===== src/design/awhd_pkg.sv =====
// Shared types and constants for the alpha-weighted half downsampler.
package awhd_pkg;

   localparam int DEFAULT_MAX_WIDTH = 2048;
   localparam int CMP_W             = 14;
   localparam int SRC_WIDTH_W       = 12;
   localparam int SRC_HEIGHT_W      = 13;
   localparam int ROW_W             = 12;
   localparam int CSR_INDEX_W       = 2;
   localparam int CSR_DATA_W        = 13;
   localparam int PIXEL_W           = 32;
   localparam int CHAN_W            = 8;
   localparam int NUM_CHAN          = 3;
   localparam int NUM_W             = 17;
   localparam int SUM_W             = 9;
   localparam int DIV_W             = 16;
   localparam int STEP_W            = 3;

   localparam logic [SRC_WIDTH_W-1:0]  WIDTH_RESET  = 12'd2048;
   localparam logic [SRC_HEIGHT_W-1:0] HEIGHT_RESET = 13'd2048;
   localparam logic [SRC_HEIGHT_W-1:0] HEIGHT_LIMIT = 13'd4096;

   localparam logic [CSR_INDEX_W-1:0] REG_SOURCE_WIDTH  = 2'd0;
   localparam logic [CSR_INDEX_W-1:0] REG_SOURCE_HEIGHT = 2'd1;

   typedef enum logic [8:0] {
      S_IDLE  = 9'b000000001,
      S_RD_TL = 9'b000000010,
      S_RD_TR = 9'b000000100,
      S_LD_TR = 9'b000001000,
      S_MIX_A = 9'b000010000,
      S_MIX_B = 9'b000100000,
      S_GO_C  = 9'b001000000,
      S_MIX_C = 9'b010000000,
      S_OUT   = 9'b100000000
   } state_type;

   typedef enum logic [1:0] {
      MIX_SEL_A = 2'd0,
      MIX_SEL_B = 2'd1,
      MIX_SEL_C = 2'd2
   } mix_sel_type;

   typedef struct packed {
      logic        accept;
      logic        rd_en;
      logic        rd_tr;
      logic        latch_tl;
      logic        latch_tr;
      logic        mix_start;
      mix_sel_type mix_sel;
      logic        cap_m1;
      logic        cap_m2;
      logic        out_load;
   } cmd_type;

   typedef struct packed {
      logic emit_now;
      logic mix_done;
   } status_type;

endpackage


===== src/design/awhd_ctrl.sv =====
// Controller state machine sequencing reads, mixes and the output beat.
module awhd_ctrl
   import awhd_pkg::*;
(
   input  logic       clock,
   input  logic       reset,
   input  logic       req_valid,
   output logic       req_ready,
   output logic       rsp_valid,
   input  logic       rsp_ready,
   input  status_type status,
   output cmd_type    cmd
);

   state_type state_ff, state_in;
   logic      rsp_valid_ff, rsp_valid_in;

   always_comb begin
      state_in = state_ff;
      cmd      = '0;
      cmd.mix_sel = MIX_SEL_A;
      req_ready = 1'b0;
      unique case (state_ff)
         S_IDLE: begin
            req_ready  = 1'b1;
            cmd.accept = req_valid;
            if (req_valid && status.emit_now) state_in = S_RD_TL;
         end
         S_RD_TL: begin
            cmd.rd_en = 1'b1;
            state_in  = S_RD_TR;
         end
         S_RD_TR: begin
            cmd.rd_en    = 1'b1;
            cmd.rd_tr    = 1'b1;
            cmd.latch_tl = 1'b1;
            state_in     = S_LD_TR;
         end
         S_LD_TR: begin
            cmd.latch_tr  = 1'b1;
            cmd.mix_start = 1'b1;
            state_in      = S_MIX_A;
         end
         S_MIX_A: begin
            if (status.mix_done) begin
               cmd.cap_m1    = 1'b1;
               cmd.mix_start = 1'b1;
               cmd.mix_sel   = MIX_SEL_B;
               state_in      = S_MIX_B;
            end
         end
         S_MIX_B: begin
            if (status.mix_done) begin
               cmd.cap_m2 = 1'b1;
               state_in   = S_GO_C;
            end
         end
         S_GO_C: begin
            cmd.mix_start = 1'b1;
            cmd.mix_sel   = MIX_SEL_C;
            state_in      = S_MIX_C;
         end
         S_MIX_C: begin
            if (status.mix_done) state_in = S_OUT;
         end
         S_OUT: begin
            if (!rsp_valid_ff || rsp_ready) begin
               cmd.out_load = 1'b1;
               state_in     = S_IDLE;
            end
         end
         default: state_in = S_IDLE;
      endcase
      rsp_valid_in = cmd.out_load ? 1'b1 : (rsp_ready ? 1'b0 : rsp_valid_ff);
   end

   always_ff @(posedge clock) begin
      if (reset) begin
         state_ff     <= S_IDLE;
         rsp_valid_ff <= 1'b0;
      end else begin
         state_ff     <= state_in;
         rsp_valid_ff <= rsp_valid_in;
      end
   end

   assign rsp_valid = rsp_valid_ff;

   a_load_free: assert property (@(posedge clock) disable iff (reset)
      cmd.out_load |-> (!rsp_valid_ff || rsp_ready))
      else $error("output loaded over an untaken beat");

   a_load_shows: assert property (@(posedge clock) disable iff (reset)
      cmd.out_load |=> rsp_valid_ff)
      else $error("loaded beat not presented");

   a_done_in_mix: assert property (@(posedge clock) disable iff (reset)
      status.mix_done |-> (state_ff == S_MIX_A || state_ff == S_MIX_B
                           || state_ff == S_MIX_C))
      else $error("mixer finished outside a mix state");

endmodule

===== config.mk =====
export PLATFORM = sky130hd
export DESIGN_NAME = awhd_ctrl
export DESIGN_NICKNAME = d
export VERILOG_FILES = /design/src/design/awhd_pkg.sv /design/src/design/awhd_ctrl.sv
export SDC_FILE = /design/constraint.sdc
export NUM_CORES = 1
export LEC_CHECK = 0
export ABC_CLOCK_PERIOD_IN_PS = 1600
export BUFFER_PORTS_ARGS = -buffer_cell sky130_fd_sc_hd__buf_2
export CORE_MARGIN = 4
export CORE_UTILIZATION = 45
export DETAILED_ROUTE_END_ITERATION = 10
export HOLD_SLACK_MARGIN = 0.1
export PLACE_DENSITY = 0.77
export SLEW_MARGIN = 5
export SYNTH_ARGS = -nofsm -noshare
export SYNTH_HDL_FRONTEND = slang
export SYNTH_SLANG_ARGS = --single-unit
export TNS_END_PERCENT = 100

===== constraint.sdc =====
create_clock -name clock -period 1.6 [get_ports clock]
set_clock_uncertainty 0.1 [all_clocks]
set_input_delay 0.08 -clock clock [delete_from_list [all_inputs] [get_ports clock]]
set_output_delay 0.08 -clock clock [all_outputs]
set_load 0.01 [all_outputs]

==> out/qor.csv <==
stage,metric,value,unit
power_and_ir_drop,power.internal,0.469,mW
floorplan,coreArea,1520,sq um
detailed_routing,drt_wl_total,2.64,mm
timing,final-hold-violation-count,0,
run_status,violations,negative setup slack,
cells_and_area,final_core_util,75.9,%
synthesis,synth.ff_latch_count,10,
cts,htree_levels,1,
synthesis,ys_top_cells_by_area,"dfxtp_1, buf_4, a2111oi_4, nor4b_1, xor2_1",
setup_path,r2r_cells,4,
setup_path,r2r_start,state_ff[3],
timing,fin_crit_sh,124,%
cts,cts_root_buffer,clkbuf_4,
cts,cts_tree,done,
detailed_routing,drt_iter0_markers,25,
synthesis,synthDistinctLibCells,41,
placement,placedInstanceArea,916,sq um
setup_path,start_kind,flop,
power_and_ir_drop,power,0.653,mW
grt,grt_max_degree,10,
cts,clkLatencyLatePin,280,ps
grt,antenna_found_initial,0,
grt,grtUsageTotal,24.3,%
synthesis,yosys_warnings,0,
cells_and_area,diodes,0,
timing,tns,-4310,ps
detailed_routing,drtPass1Iterations,4,
timing,relSlewSlack,75.0,%
detailed_routing,ant_nets,0,
cells_and_area,area_growth,59.0,%
setup_path,required,1420,ps
power_and_ir_drop,clkPwrFrac,37.2,%
floorplan,die_y,48.2,um
job,maxCapViolCount,0,
synthesis,synth_top_area_share,27.5,%
synthesis,dominantRegCellSynth,dfxtp_1,
timing,report.final.slew_viol_count,0,
synthesis,synth_most_common_cell,dfxtp_1,
detailed_routing,dr_total_vias,843,
timing,setup-violations-final,18,
synthesis,ys_seq_area_share,27.5,%
floorplan,io_pins,19,
worst_hold_path,holdPathEnd,state_ff[6],
grt,overflow,0,
timing,worstMarginPinSlew,372,ps
placement,dpl.hpwl,1.46,mm
cells_and_area,drive_gt1_share,63.1,%
setup_path,end_kind,output port,
synthesis,syn_avg_cell_area,8.97,sq um
cts,clk_path_buf_depth,2,
power_and_ir_drop,power_frac_comb,23.1,%
power_and_ir_drop,power_density,565,nW/um^2
grt,grt_pass1_wl,3.84,mm
timing,rsz0062_at_grt,yes,
synthesis,yosysTopAreaCell,dfxtp_1,
floorplan,core.rowCount,14,
detailed_routing,drc_errors,0,
synthesis,syn-num-nets,87,
placement,port_buffers,18,
cells_and_area,finish.instance_area,1160,sq um
placement,gp_congestion,0.837,
timing,finalCriticalPeriod,1980,ps
run_status,status,"finished, violations left",
setup_path,cp_max_fo,4,
synthesis,async_flop_share,0,%
power_and_ir_drop,pwr-share-seq,39.7,%
synthesis,synth_edf_count,0,
power_and_ir_drop,leakage,0.543,nW
setup_path,critical_path_class,reg -> out,
detailed_routing,wire_per_inst,19.1,um
worst_hold_path,whs_path_depth,4,
setup_path,arrival,1800,ps
setup_path,r2r_slack,-320,ps
synthesis,synth_cells,81,
worst_hold_path,hold_class,in -> reg,
timing,fmax,505,MHz
setup_path,r2r_end,state_ff[0],
grt,first_global_vias,800,
synthesis,synth_common_cells,"dfxtp_1, buf_4, nor2_1",
cells_and_area,nets,129,
floorplan,die-area,2320,sq um
floorplan,die_w,48.2,um
cts,clock_sinks,10,
cts,clkTransAtPathRegs,70,ps
power_and_ir_drop,vdd.ir_drop.worst,477,uV
power_and_ir_drop,switching_share,28.3,%
timing,fin_ws,-379,ps
power_and_ir_drop,switching_power,0.185,mW
detailed_routing,viasPerCell,6.11,
cts,cts_made_buffers,3,
synthesis,syn_area,727,sq um
worst_hold_path,min_from,status[0],
floorplan,initial_core_util,47.7,%
-- cell type report --
| type | count | area, sq um |
|---|---|---|
| clock buffer | 4 | 36.3 |
| sequential | 10 | 215 |
| multi-input combinational | 61 | 553 |
| inverter | 3 | 13.8 |
| fill | 94 | 368 |
| tap | 16 | 20.0 |
| timing repair buffer | 44 | 318 |
-- worst max-delay path, stage by stage, from the launching register on --
cell and delay [ps]:
dfxtp_4 370, nor3_4 220, nand3b_1 170, or4b_4 560
nand2_2 100, buf_6 100
-- cells by family (layout without fill, tap and decap cells) --
logic type / Yosys count / count (layout) / share of synthesized area, %
buffers and inverters: 10 / 51 / 8.78
AOI/OAI and AO/OA: 17 / 17 / 20.7
and+or+nand+nor: 41 / 41 / 39.4
DFF: 10 / 10 / 27.5
xor gates and xnor gates: 3 / 3 / 3.62
-- metrics by stage --
stage,hold slack [ps],worst slack (ps),std cells
6_report,162,-379,138
5_1_grt,177,-457,138
4_1_cts,145,-360,136
3_5_place_dp,254,-156,123
3_3_place_gp,242,-119,123
2_1_floorplan,44.5,-125,81
-- placed cells by master (no fill, tap or decap), types with 3 or more instances in the layout --
| cell type | count |
|---|---|
| buf_4 | 21 |
| buf_2 | 15 |
| dfxtp_2 | 6 |
| o21ai_0 | 5 |
| nor4b_4 | 4 |
| nor2_1 | 4 |
| dlygate4sd3_1 | 4 |
| buf_6 | 4 |
| nand2b_1 | 3 |
| nor2_2 | 3 |
| xor2_1 | 3 |
| nor3_1 | 3 |
| clkbuf_4 | 3 |
-- flip-flops by register name, summed over array words and instances, names as in the netlist --
name / cells
state_ff: 9
rsp_valid: 1
-- power groups by stage --
stage          registers [mW]  logic [mW]  clock network, mW
6_report                0.259       0.151              0.243
5_1_grt                 0.260       0.160              0.264
4_1_cts                 0.261       0.134              0.238
3_5_place_dp            0.268       0.116                  0
3_3_place_gp            0.267       0.113                  0
2_1_floorplan           0.265      0.0631                  0
-- what timing repair did --
item                                   CTS  global route
hold buffers                             4             0
resized for setup                       21             7
pin swaps                                8             5
setup buffers                            5             3
setup endpoints to repair               18            18
endpoints found under the hold margin    7             0
-- layer usage --
layer,up-vias,GRT usage (%),share of wire (%)
met3,15,9.23,8.4
met4,0,12.4,3.6
met2,54,39.1,49
li1,382,-,-
met1,392,27.8,39
met5,-,0,0
-- worst max path at each step --
stage / from / to / slack [ps] / depth (start not counted)
final: state_ff[0] / cmd[9] / -380 / 5
after global routing: state_ff[6] / state_ff[0] / -460 / 4
after CTS: state_ff[6] / cmd[5] / -360 / 4
after detailed placement: state_ff[7] / cmd[6] / -160 / 5
after global placement: state_ff[3] / state_ff[0] / -120 / 4
after floorplan: state_ff[2] / state_ff[5] / -120 / 4
No activity file was read; power rests on OpenSTA's default activity.
